File: src/design/tstt_pkg.sv
package tstt_pkg;

    // default geometry of the table
    localparam int TABLE_ENTRIES_DEF = 64;
    localparam int ID_BITS_DEF       = 24;

    // fixed field widths of the command and result channels
    localparam int WORD_BITS  = 32;
    localparam int COUNT_BITS = 7;
    localparam int PURGE_BITS = 16;

    // configuration register indexes and reset values
    localparam int                  CFG_IDX_BITS       = 2;
    localparam logic [CFG_IDX_BITS-1:0] CFG_ONE_PER_EMITTER = 2'd0;
    localparam logic [CFG_IDX_BITS-1:0] CFG_PURGE_INTERVAL  = 2'd1;
    localparam logic [PURGE_BITS-1:0]   PURGE_INTERVAL_RST  = 16'd2000;

    // saturation point of the removal count
    localparam logic [COUNT_BITS-1:0] COUNT_MAX = 7'd127;

    typedef enum logic [1:0] {
        CMD_START = 2'd0,
        CMD_STOP  = 2'd1,
        CMD_QUERY = 2'd2,
        CMD_PURGE = 2'd3
    } t_cmd;

    typedef enum logic [1:0] {
        ST_CLEAR,
        ST_IDLE,
        ST_SCAN,
        ST_FINISH
    } t_state;

    typedef struct packed {
        logic                  one_per_emitter;
        logic [PURGE_BITS-1:0] purge_interval_ms;
    } t_cfg;

    typedef struct packed {
        logic [COUNT_BITS-1:0] stopped_count;
        logic                  is_playing;
        logic                  accepted;
        logic                  table_full;
    } t_result;

endpackage

File: src/design/tstt_ctrl.sv
module tstt_ctrl #(
    parameter int TABLE_ENTRIES = tstt_pkg::TABLE_ENTRIES_DEF,
    parameter int ID_BITS       = tstt_pkg::ID_BITS_DEF,
    localparam int AW           = $clog2(TABLE_ENTRIES),
    localparam int END_LSB      = 0,
    localparam int EM_LSB       = END_LSB + tstt_pkg::WORD_BITS,
    localparam int ID_LSB       = EM_LSB + tstt_pkg::WORD_BITS,
    localparam int LOOP_BIT     = ID_LSB + ID_BITS,
    localparam int VALID_BIT    = LOOP_BIT + 1,
    localparam int EW           = VALID_BIT + 1
) (
    input  logic                           i_clk,
    input  logic                           i_rst_n,
    input  logic                           i_start,
    output logic                           o_busy,
    input  logic [1:0]                     i_cmd,
    input  logic [tstt_pkg::WORD_BITS-1:0] i_sound_id,
    input  logic [tstt_pkg::WORD_BITS-1:0] i_emitter,
    input  logic                           i_repeating,
    input  logic [tstt_pkg::WORD_BITS-1:0] i_length_ms,
    input  logic [tstt_pkg::WORD_BITS-1:0] i_now_ms,
    input  tstt_pkg::t_cfg                 i_cfg,
    output logic                           o_we,
    output logic [AW-1:0]                  o_waddr,
    output logic [EW-1:0]                  o_wdata,
    output logic [AW-1:0]                  o_raddr,
    input  logic [EW-1:0]                  i_rdata,
    output logic                           o_res_valid,
    output tstt_pkg::t_result              o_res
);

    localparam logic [AW-1:0] LAST_ADDR = AW'(TABLE_ENTRIES - 1);

    // control state
    tstt_pkg::t_state r_state, n_state;
    logic [AW-1:0]    r_addr, n_addr;
    logic             r_issue_done, n_issue_done;
    logic             r_pend, n_pend;
    logic [AW-1:0]    r_paddr, n_paddr;
    logic [tstt_pkg::WORD_BITS-1:0] r_last_purge, n_last_purge;
    logic             r_res_valid, n_res_valid;

    // latched command and scan results
    tstt_pkg::t_cmd                 r_cmd, n_cmd;
    logic [tstt_pkg::WORD_BITS-1:0] r_id, n_id;
    logic [tstt_pkg::WORD_BITS-1:0] r_emitter, n_emitter;
    logic                           r_rep, n_rep;
    logic [tstt_pkg::WORD_BITS-1:0] r_end, n_end;
    logic [tstt_pkg::WORD_BITS-1:0] r_now, n_now;
    logic                           r_stop_em, n_stop_em;
    logic [tstt_pkg::COUNT_BITS-1:0] r_count, n_count;
    logic                           r_playing, n_playing;
    logic                           r_free_found, n_free_found;
    logic [AW-1:0]                  r_free_idx, n_free_idx;
    tstt_pkg::t_result              r_res, n_res;

    // decode of the incoming command
    tstt_pkg::t_cmd                 w_cmd;
    logic [tstt_pkg::WORD_BITS-1:0] w_length;
    logic                           w_purge_due;
    logic                           w_skip;
    logic                           w_accept;

    // fields of the entry under scan
    logic                           w_ent_valid;
    logic                           w_ent_loops;
    logic [tstt_pkg::WORD_BITS-1:0] w_ent_id;
    logic [tstt_pkg::WORD_BITS-1:0] w_ent_em;
    logic [tstt_pkg::WORD_BITS-1:0] w_ent_end;
    logic                           w_id_eq;
    logic                           w_em_eq;
    logic                           w_remove;
    logic                           w_live;
    logic                           w_scan_last;

    assign w_cmd       = tstt_pkg::t_cmd'(i_cmd);
    assign w_length    = i_repeating ? tstt_pkg::WORD_BITS'(1) : i_length_ms;
    assign w_purge_due = (i_now_ms - r_last_purge) >=
                         tstt_pkg::WORD_BITS'(i_cfg.purge_interval_ms);
    assign w_skip      = ((w_cmd == tstt_pkg::CMD_START) && (w_length == '0)) ||
                         ((w_cmd == tstt_pkg::CMD_PURGE) && !w_purge_due);
    assign w_accept    = i_start && (r_state == tstt_pkg::ST_IDLE);

    assign w_ent_valid = i_rdata[VALID_BIT];
    assign w_ent_loops = i_rdata[LOOP_BIT];
    assign w_ent_id    = tstt_pkg::WORD_BITS'(i_rdata[ID_LSB +: ID_BITS]);
    assign w_ent_em    = i_rdata[EM_LSB +: tstt_pkg::WORD_BITS];
    assign w_ent_end   = i_rdata[END_LSB +: tstt_pkg::WORD_BITS];
    assign w_id_eq     = (w_ent_id == r_id);
    assign w_em_eq     = (w_ent_em == r_emitter);
    assign w_scan_last = r_pend && (r_paddr == LAST_ADDR);

    // per-entry match for the command being scanned
    always_comb begin
        w_remove = 1'b0;
        w_live   = 1'b0;
        unique case (r_cmd)
            tstt_pkg::CMD_START: begin
                w_remove = w_ent_valid && r_stop_em && w_em_eq;
            end
            tstt_pkg::CMD_STOP: begin
                if (r_id != '0) begin
                    w_remove = w_ent_valid && w_id_eq && w_em_eq;
                end else begin
                    w_remove = w_ent_valid && ((r_emitter == '0) || w_em_eq);
                end
            end
            tstt_pkg::CMD_QUERY: begin
                w_live = w_ent_valid && ((r_id != '0) || (r_emitter != '0)) &&
                         w_em_eq && ((r_id == '0) || w_id_eq) &&
                         (w_ent_loops || (w_ent_end > r_now));
            end
            tstt_pkg::CMD_PURGE: begin
                w_remove = w_ent_valid && !w_ent_loops && (w_ent_end < r_now);
            end
            default: begin
                w_remove = 1'b0;
            end
        endcase
    end

    // next state
    always_comb begin
        n_state = r_state;
        unique case (r_state)
            tstt_pkg::ST_CLEAR: begin
                if (r_addr == LAST_ADDR) begin
                    n_state = tstt_pkg::ST_IDLE;
                end
            end
            tstt_pkg::ST_IDLE: begin
                if (w_accept && !w_skip) begin
                    n_state = tstt_pkg::ST_SCAN;
                end
            end
            tstt_pkg::ST_SCAN: begin
                if (w_scan_last) begin
                    n_state = tstt_pkg::ST_FINISH;
                end
            end
            tstt_pkg::ST_FINISH: begin
                n_state = tstt_pkg::ST_IDLE;
            end
            default: begin
                n_state = tstt_pkg::ST_CLEAR;
            end
        endcase
    end

    // datapath and memory control
    always_comb begin
        n_addr       = r_addr;
        n_issue_done = r_issue_done;
        n_pend       = 1'b0;
        n_paddr      = r_paddr;
        n_last_purge = r_last_purge;
        n_res_valid  = 1'b0;
        n_cmd        = r_cmd;
        n_id         = r_id;
        n_emitter    = r_emitter;
        n_rep        = r_rep;
        n_end        = r_end;
        n_now        = r_now;
        n_stop_em    = r_stop_em;
        n_count      = r_count;
        n_playing    = r_playing;
        n_free_found = r_free_found;
        n_free_idx   = r_free_idx;
        n_res        = r_res;
        o_we         = 1'b0;
        o_waddr      = r_addr;
        o_wdata      = '0;
        o_busy       = (r_state != tstt_pkg::ST_IDLE);

        unique case (r_state)
            // clearing pass over all entries after reset
            tstt_pkg::ST_CLEAR: begin
                o_we    = 1'b1;
                o_waddr = r_addr;
                o_wdata = '0;
                n_addr  = (r_addr == LAST_ADDR) ? '0 : r_addr + 1'b1;
            end
            // take a command, answer at once when no scan is needed
            tstt_pkg::ST_IDLE: begin
                if (w_accept) begin
                    n_cmd        = w_cmd;
                    n_id         = i_sound_id;
                    n_emitter    = i_emitter;
                    n_rep        = i_repeating;
                    n_end        = i_now_ms + w_length;
                    n_now        = i_now_ms;
                    n_stop_em    = (i_emitter != '0) && i_cfg.one_per_emitter;
                    n_count      = '0;
                    n_playing    = 1'b0;
                    n_free_found = 1'b0;
                    n_addr       = '0;
                    n_issue_done = 1'b0;
                    if (w_skip) begin
                        n_res       = '0;
                        n_res_valid = 1'b1;
                    end else if (w_cmd == tstt_pkg::CMD_PURGE) begin
                        n_last_purge = i_now_ms;
                    end
                end
            end
            // issue one read a cycle, update the entry read the cycle before
            tstt_pkg::ST_SCAN: begin
                if (!r_issue_done) begin
                    n_pend  = 1'b1;
                    n_paddr = r_addr;
                    if (r_addr == LAST_ADDR) begin
                        n_issue_done = 1'b1;
                    end else begin
                        n_addr = r_addr + 1'b1;
                    end
                end
                if (r_pend) begin
                    if (w_remove) begin
                        o_we               = 1'b1;
                        o_waddr            = r_paddr;
                        o_wdata            = i_rdata;
                        o_wdata[VALID_BIT] = 1'b0;
                        if (r_count != tstt_pkg::COUNT_MAX) begin
                            n_count = r_count + 1'b1;
                        end
                    end
                    if (w_live) begin
                        n_playing = 1'b1;
                    end
                    if (!r_free_found && (!w_ent_valid || w_remove)) begin
                        n_free_found = 1'b1;
                        n_free_idx   = r_paddr;
                    end
                end
            end
            // store a new sound on a start with a free entry, and post the result
            tstt_pkg::ST_FINISH: begin
                n_res.stopped_count = r_count;
                n_res.is_playing    = r_playing;
                n_res.accepted      = 1'b0;
                n_res.table_full    = 1'b0;
                n_res_valid         = 1'b1;
                if (r_cmd == tstt_pkg::CMD_START) begin
                    if (r_free_found) begin
                        o_we           = 1'b1;
                        o_waddr        = r_free_idx;
                        o_wdata        = {1'b1, r_rep, r_id[ID_BITS-1:0], r_emitter, r_end};
                        n_res.accepted = 1'b1;
                    end else begin
                        n_res.table_full = 1'b1;
                    end
                end else if (r_cmd == tstt_pkg::CMD_PURGE) begin
                    // expired entries are not reported as stopped
                    n_res.stopped_count = '0;
                    n_res.accepted      = 1'b1;
                end
            end
            default: begin
                o_we = 1'b0;
            end
        endcase
    end

    assign o_raddr     = r_addr;
    assign o_res_valid = r_res_valid;
    assign o_res       = r_res;

    // control registers
    always_ff @(posedge i_clk) begin
        if (!i_rst_n) begin
            r_state      <= tstt_pkg::ST_CLEAR;
            r_addr       <= '0;
            r_issue_done <= 1'b0;
            r_pend       <= 1'b0;
            r_last_purge <= '0;
            r_res_valid  <= 1'b0;
        end else begin
            r_state      <= n_state;
            r_addr       <= n_addr;
            r_issue_done <= n_issue_done;
            r_pend       <= n_pend;
            r_last_purge <= n_last_purge;
            r_res_valid  <= n_res_valid;
        end
    end

    // payload registers
    always_ff @(posedge i_clk) begin
        r_paddr      <= n_paddr;
        r_cmd        <= n_cmd;
        r_id         <= n_id;
        r_emitter    <= n_emitter;
        r_rep        <= n_rep;
        r_end        <= n_end;
        r_now        <= n_now;
        r_stop_em    <= n_stop_em;
        r_count      <= n_count;
        r_playing    <= n_playing;
        r_free_found <= n_free_found;
        r_free_idx   <= n_free_idx;
        r_res        <= n_res;
    end

endmodule

File: config.mk
export PLATFORM = sky130hd
export DESIGN_NAME = tstt_ctrl
export DESIGN_NICKNAME = d
export VERILOG_FILES = /design/src/design/tstt_pkg.sv /design/src/design/tstt_ctrl.sv
export SDC_FILE = /design/constraint.sdc
export NUM_CORES = 1
export LEC_CHECK = 0
export BUFFER_PORTS_ARGS = -buffer_cell sky130_fd_sc_hd__buf_2
export CORE_MARGIN = 5
export CORE_UTILIZATION = 55
export CTS_BUF_LIST = sky130_fd_sc_hd__clkbuf_8
export CTS_CLUSTER_DIAMETER = 60
export CTS_CLUSTER_SIZE = 30
export DETAILED_ROUTE_END_ITERATION = 8
export HOLD_SLACK_MARGIN = 0.03
export PLACE_DENSITY = 0.82
export SYNTH_ARGS = -nofsm -noshare
export SYNTH_HDL_FRONTEND = slang
export SYNTH_SLANG_ARGS = --single-unit
File: constraint.sdc
create_clock -name i_clk -period 5.2 [get_ports i_clk]
set_input_delay 0.26 -clock i_clk [delete_from_list [all_inputs] [get_ports i_clk]]
set_output_delay 0.26 -clock i_clk [all_outputs]
set_load 0.1 [all_outputs]
==> metrics.txt <==
# TYPE chip_impl_metric gauge
chip_impl_metric{name="drt_drc_violations_left",unit=""} 0
chip_impl_metric{name="power_per_cell_area",unit="nW/um2"} 226.6
chip_impl_info{name="critical_path_class",value="in2reg"} 1
chip_impl_metric{name="finalWeightedCongestion",unit=""} 0.9850
chip_impl_info{name="setup.worst_path.end_class",value="flop"} 1
chip_impl_info{name="setup_repair_after_global_routing_missed_its_margin",value="yes"} 1
chip_impl_metric{name="syn_area",unit="um2"} 13650
chip_impl_metric{name="worstSkewPairLatency",unit="ps"} 560
chip_impl_info{name="postSynth.topFlopCell",value="sky130_fd_sc_hd__edfxtp_1"} 1
chip_impl_info{name="min_to",value="r_now[7]"} 1
chip_impl_metric{name="die_width",unit="um"} 167.6
chip_impl_metric{name="via_count",unit=""} 12632
chip_impl_metric{name="layout-drive-gt1-share",unit="%"} 25.88
chip_impl_metric{name="cts-buffers-inserted",unit=""} 19
chip_impl_metric{name="grt_first_pass_wirelength",unit="um"} 70200
chip_impl_metric{name="first_global_vias",unit=""} 12591
chip_impl_metric{name="synth_mux_area_share",unit="%"} 2.878
chip_impl_info{name="path_cells",value="dlygate4sd3_1, buf_2, ha_1, o21a_1, o211ai_1, a31o_4, and2_4, nor4bb_4, nor2_1, xnor2_1, ha_1, a21oi_2, o2111ai_1, nor4_1, o21ai_1, a211oi_2, o211ai_1, or4_4, or4_4, o21ai_4, buf_12, clkbuf_16, mux2i_1, nor2b_1"} 1
chip_impl_metric{name="ir_drop",unit="V"} 0.0002328
chip_impl_metric{name="synth_compound_area_share",unit="%"} 17.49
chip_impl_metric{name="seqPwrFrac",unit="%"} 47.0
chip_impl_info{name="start_kind",value="input port"} 1
chip_impl_info{name="min-delay-path-class",value="in2reg"} 1
chip_impl_metric{name="worst_hold_path.num_cells",unit=""} 2
chip_impl_metric{name="xor_and_xnor_fraction_of_the_mapped_netlist_area",unit="%"} 7.634
chip_impl_metric{name="synthCells",unit=""} 1332
chip_impl_metric{name="cts_max_path_buffers",unit=""} 3
chip_impl_info{name="min_from",value="i_now_ms[7]"} 1
chip_impl_metric{name="worstMarginPinSlew",unit="ps"} 861.6
chip_impl_info{name="worst_flop_to_flop_path_endpoint",value="r_last_purge[3]"} 1
chip_impl_info{name="synth_top_family_by_area",value="compound AO/OA/AOI/OAI gates"} 1
chip_impl_metric{name="number_of_antenna_violations_at_the_first_check_in_global_routing",unit=""} 6
chip_impl_metric{name="hold-worst-slack",unit="ps"} 61.40
chip_impl_info{name="cts_root_buf",value="sky130_fd_sc_hd__clkbuf_8"} 1
chip_impl_metric{name="first_pass_drt_iterations",unit=""} 5
chip_impl_metric{name="p_int",unit="mW"} 2.661
chip_impl_metric{name="die_footprint",unit="um2"} 28070
chip_impl_metric{name="setup.reg_to_reg.worst_slack",unit="ps"} 100
chip_impl_metric{name="timing_hold_violations_final",unit=""} 0
chip_impl_metric{name="avgRoutedWirePerCell",unit="um"} 21.93
chip_impl_metric{name="timing.fmax",unit="MHz"} 195.0
chip_impl_metric{name="worst_setup_slack_post_dpl",unit="ps"} -84.47
chip_impl_metric{name="floorplan.initialDensity",unit="%"} 55.97
chip_impl_metric{name="placementRows",unit=""} 57
chip_impl_metric{name="combPwrFrac",unit="%"} 24.5
chip_impl_metric{name="ioPinCount",unit=""} 356
chip_impl_metric{name="clock_sink_count",unit=""} 206
chip_impl_metric{name="dr.first_iter.drc_count",unit=""} 1019
chip_impl_metric{name="die_height",unit="um"} 167.6
chip_impl_metric{name="maxSlewHeadroom",unit="%"} 42.56
chip_impl_metric{name="netSwitchingPower",unit="mW"} 1.329
chip_impl_metric{name="grt_start_max_net_pins",unit=""} 69
chip_impl_metric{name="clock_power_share",unit="%"} 28.6
chip_impl_metric{name="floorplan.core_area",unit="um2"} 24390
chip_impl_metric{name="finalCritPeriodShare",unit="%"} 98.61
chip_impl_metric{name="detailedPlacementHpwl",unit="um"} 36480
chip_impl_metric{name="cellLeakagePower",unit="nW"} 7.958
chip_impl_metric{name="yosys.cell_types.count",unit=""} 66
chip_impl_metric{name="ant_nets",unit=""} 0
chip_impl_metric{name="critical_path.max_fanout",unit=""} 8
chip_impl_metric{name="post_synth_fa_ha_maj_area_fraction",unit="%"} 11.02
chip_impl_metric{name="setup_viol",unit=""} 0
chip_impl_metric{name="slew_viol_final",unit=""} 0
chip_impl_info{name="status",value="finished clean"} 1
chip_impl_metric{name="ys_async_sr_fraction",unit="%"} 0
chip_impl_metric{name="final.setup_skew",unit="ps"} 61.40
chip_impl_metric{name="finish.utilization",unit="%"} 72.19
chip_impl_metric{name="max_cap_violations",unit=""} 0
chip_impl_metric{name="period_needed",unit="ps"} 5127
chip_impl_metric{name="netSwitchingFraction",unit="%"} 33.30
chip_impl_info{name="tritoncts",value="yes"} 1
chip_impl_metric{name="post_synthesis_sequential_area_ratio",unit="%"} 42.16
chip_impl_metric{name="mappedNetlistNets",unit=""} 1692
chip_impl_metric{name="gr-usage-all-layers",unit="%"} 31.44
chip_impl_metric{name="postSynthRegisterBits",unit=""} 206
chip_impl_metric{name="timing.final.ws_setup",unit="ps"} 72.50
chip_impl_metric{name="critical_path_arrival",unit="ps"} 5530
chip_impl_info{name="startpoint_of_the_most_critical_register_to_register_path",value="r_last_purge[7]"} 1
chip_impl_metric{name="drt-total-wl",unit="um"} 46960
chip_impl_metric{name="clock_edge_transition_at_the_registers_on_the_reported_setup_and_hold_paths",unit="ps"} 100
chip_impl_metric{name="synthSimpleGateAreaFrac",unit="%"} 14.74
chip_impl_info{name="critical-path-top-delay-family",value="simple AND/OR/NAND/NOR gates"} 1
chip_impl_metric{name="yosysWarnings",unit=""} 0
chip_impl_metric{name="port-buffer-count",unit=""} 355
chip_impl_metric{name="finish.net_count",unit=""} 2160
chip_impl_metric{name="cp_slowest_stage_delay",unit="ps"} 550
chip_impl_metric{name="synth_edf_count",unit=""} 163
chip_impl_metric{name="synth.avg_cell_area",unit="um2"} 10.25
chip_impl_metric{name="vias_per_cell",unit=""} 5.900
chip_impl_metric{name="path_buf_inv",unit=""} 4
chip_impl_metric{name="worstRegToRegCells",unit=""} 23
chip_impl_metric{name="h-tree-depth",unit=""} 1
chip_impl_info{name="critical_path.slowest_cell",value="sky130_fd_sc_hd__dlygate4sd3_1"} 1
chip_impl_metric{name="layout-area-overhead-vs-synth",unit="%"} 28.97
chip_impl_metric{name="globalRoute.totalOverflow",unit=""} 0
chip_impl_metric{name="critPathRequiredTime",unit="ps"} 5610
Yosys cell counts, drive strengths merged, types with 33 or more instances:
master / number / area (um2)
xor2: 71 / 621.9
nor4: 44 / 275.3
a21o: 40 / 300.3
nand2: 61 / 229.0
o21ai: 37 / 196.4
a22o: 95 / 832.1
ha: 117 / 1464
inv: 102 / 382.9
nor2: 60 / 225.2
clkbuf: 33 / 123.9
xnor2: 48 / 420.4
a21oi: 78 / 390.4
dfxtp: 43 / 860.8
mux2i: 37 / 370.4
edfxtp: 163 / 4895
nor2b: 72 / 450.4
metal layers:
| metal | GRT usage [%] | routed length [um] |
|---|---|---|
| met5 | 0 | 23 |
| met4 | 13.23 | 2208 |
| met3 | 5.587 | 3860 |
| met2 | 54.53 | 22870 |
| met1 | 38.66 | 18000 |
sequential cells by signal (all words and copies together), names as in the netlist, 6 cells and up:
signal,cells
r_count,7
r_free_idx,6
o_res,10
r_now,32
o_raddr,6
r_paddr,6
r_emitter,32
r_end,32
r_last_purge,32
r_id,32
metrics by stage:
step	power, mW	TNS (ps)	instances	cell area (um2)
2_1_floorplan	2.486	0	1332	13650
3_3_place_gp	2.774	-56.58	2008	16000
3_5_place_dp	2.794	-843.1	2008	16000
4_1_cts	3.970	0	2132	17380
5_1_grt	4.164	-1426	2140	17600
6_report	3.990	0	2141	17610
power groups by stage:
stage,Combinational [mW],Clock (mW),Sequential [mW]
6_report,0.976,1.14,1.87
5_1_grt,1.06,1.23,1.88
4_1_cts,0.947,1.15,1.87
3_5_place_dp,0.885,0,1.91
3_3_place_gp,0.867,0,1.91
2_1_floorplan,0.526,0,1.96
placed cells by master (no fill, tap or decap), types with 7 or more instances in the layout:
cell,n
sky130_fd_sc_hd__a211oi_1,7
sky130_fd_sc_hd__a21o_1,40
sky130_fd_sc_hd__a21oi_1,75
sky130_fd_sc_hd__a22o_1,95
sky130_fd_sc_hd__and2_1,7
sky130_fd_sc_hd__and3_1,17
sky130_fd_sc_hd__buf_2,353
sky130_fd_sc_hd__buf_4,35
sky130_fd_sc_hd__clkbuf_8,19
sky130_fd_sc_hd__dfxtp_1,37
sky130_fd_sc_hd__dlygate4sd3_1,91
sky130_fd_sc_hd__edfxtp_1,163
sky130_fd_sc_hd__ha_1,113
sky130_fd_sc_hd__inv_1,99
sky130_fd_sc_hd__mux2i_1,36
sky130_fd_sc_hd__nand2_1,61
sky130_fd_sc_hd__nand2b_1,13
sky130_fd_sc_hd__nand3_1,28
sky130_fd_sc_hd__nand4_1,29
sky130_fd_sc_hd__nor2_1,58
sky130_fd_sc_hd__nor2b_1,72
sky130_fd_sc_hd__nor3_1,15
sky130_fd_sc_hd__nor4_1,44
sky130_fd_sc_hd__o211ai_1,10
sky130_fd_sc_hd__o21a_1,24
sky130_fd_sc_hd__o21ai_0,33
sky130_fd_sc_hd__xnor2_1,48
sky130_fd_sc_hd__xor2_1,71
worst max path at each step:
stage / startpoint / to / slack, ps / depth (start not counted)
after floorplan: i_now_ms[0] / o_res[0] / 430 / 22
after global placement: i_now_ms[0] / o_res[3] / -6 / 24
after detailed placement: i_now_ms[4] / o_res[4] / -80 / 22
after CTS: r_last_purge[2] / o_res[9] / 4 / 22
after global routing: r_last_purge[7] / r_last_purge[3] / -190 / 23
final: i_now_ms[6] / r_last_purge[3] / 70 / 24
kinds of logic (layout without fill, tap and decap cells):
group,count (synthesis),count (layout)
AO/OA/AOI/OAI,334,334
XOR/XNOR,119,119
adder cells (fa/ha/maj),119,119
buffers and inverters,142,622
flip-flops,206,206
multiplexers,39,39
other,0,5
AND/OR/NAND/NOR,373,373
timing repair:
item	in CTS	in global routing
endpoints found under the setup margin	11	45
setup buffers	0	3
hold buffers	91	0
cloned	0	3
gates resized for setup	2	27
pin swaps	0	11
endpoints found under the hold margin	96	0
layout make-up:
| cell class | instances | area, um2 |
|---|---|---|
| Clock buffer | 19 | 261.5 |
| Inverter | 102 | 385.4 |
| Tap cell | 324 | 405.4 |
| Antenna cell | 5 | 12.51 |
| Fill cell | 1821 | 6784 |
| Clock inverter | 14 | 196.4 |
| Multi-Input combinational cell | 984 | 7467 |
| Sequential cell | 206 | 5763 |
| Timing Repair Buffer | 487 | 3115 |
(Power assumes the default switching activity.)
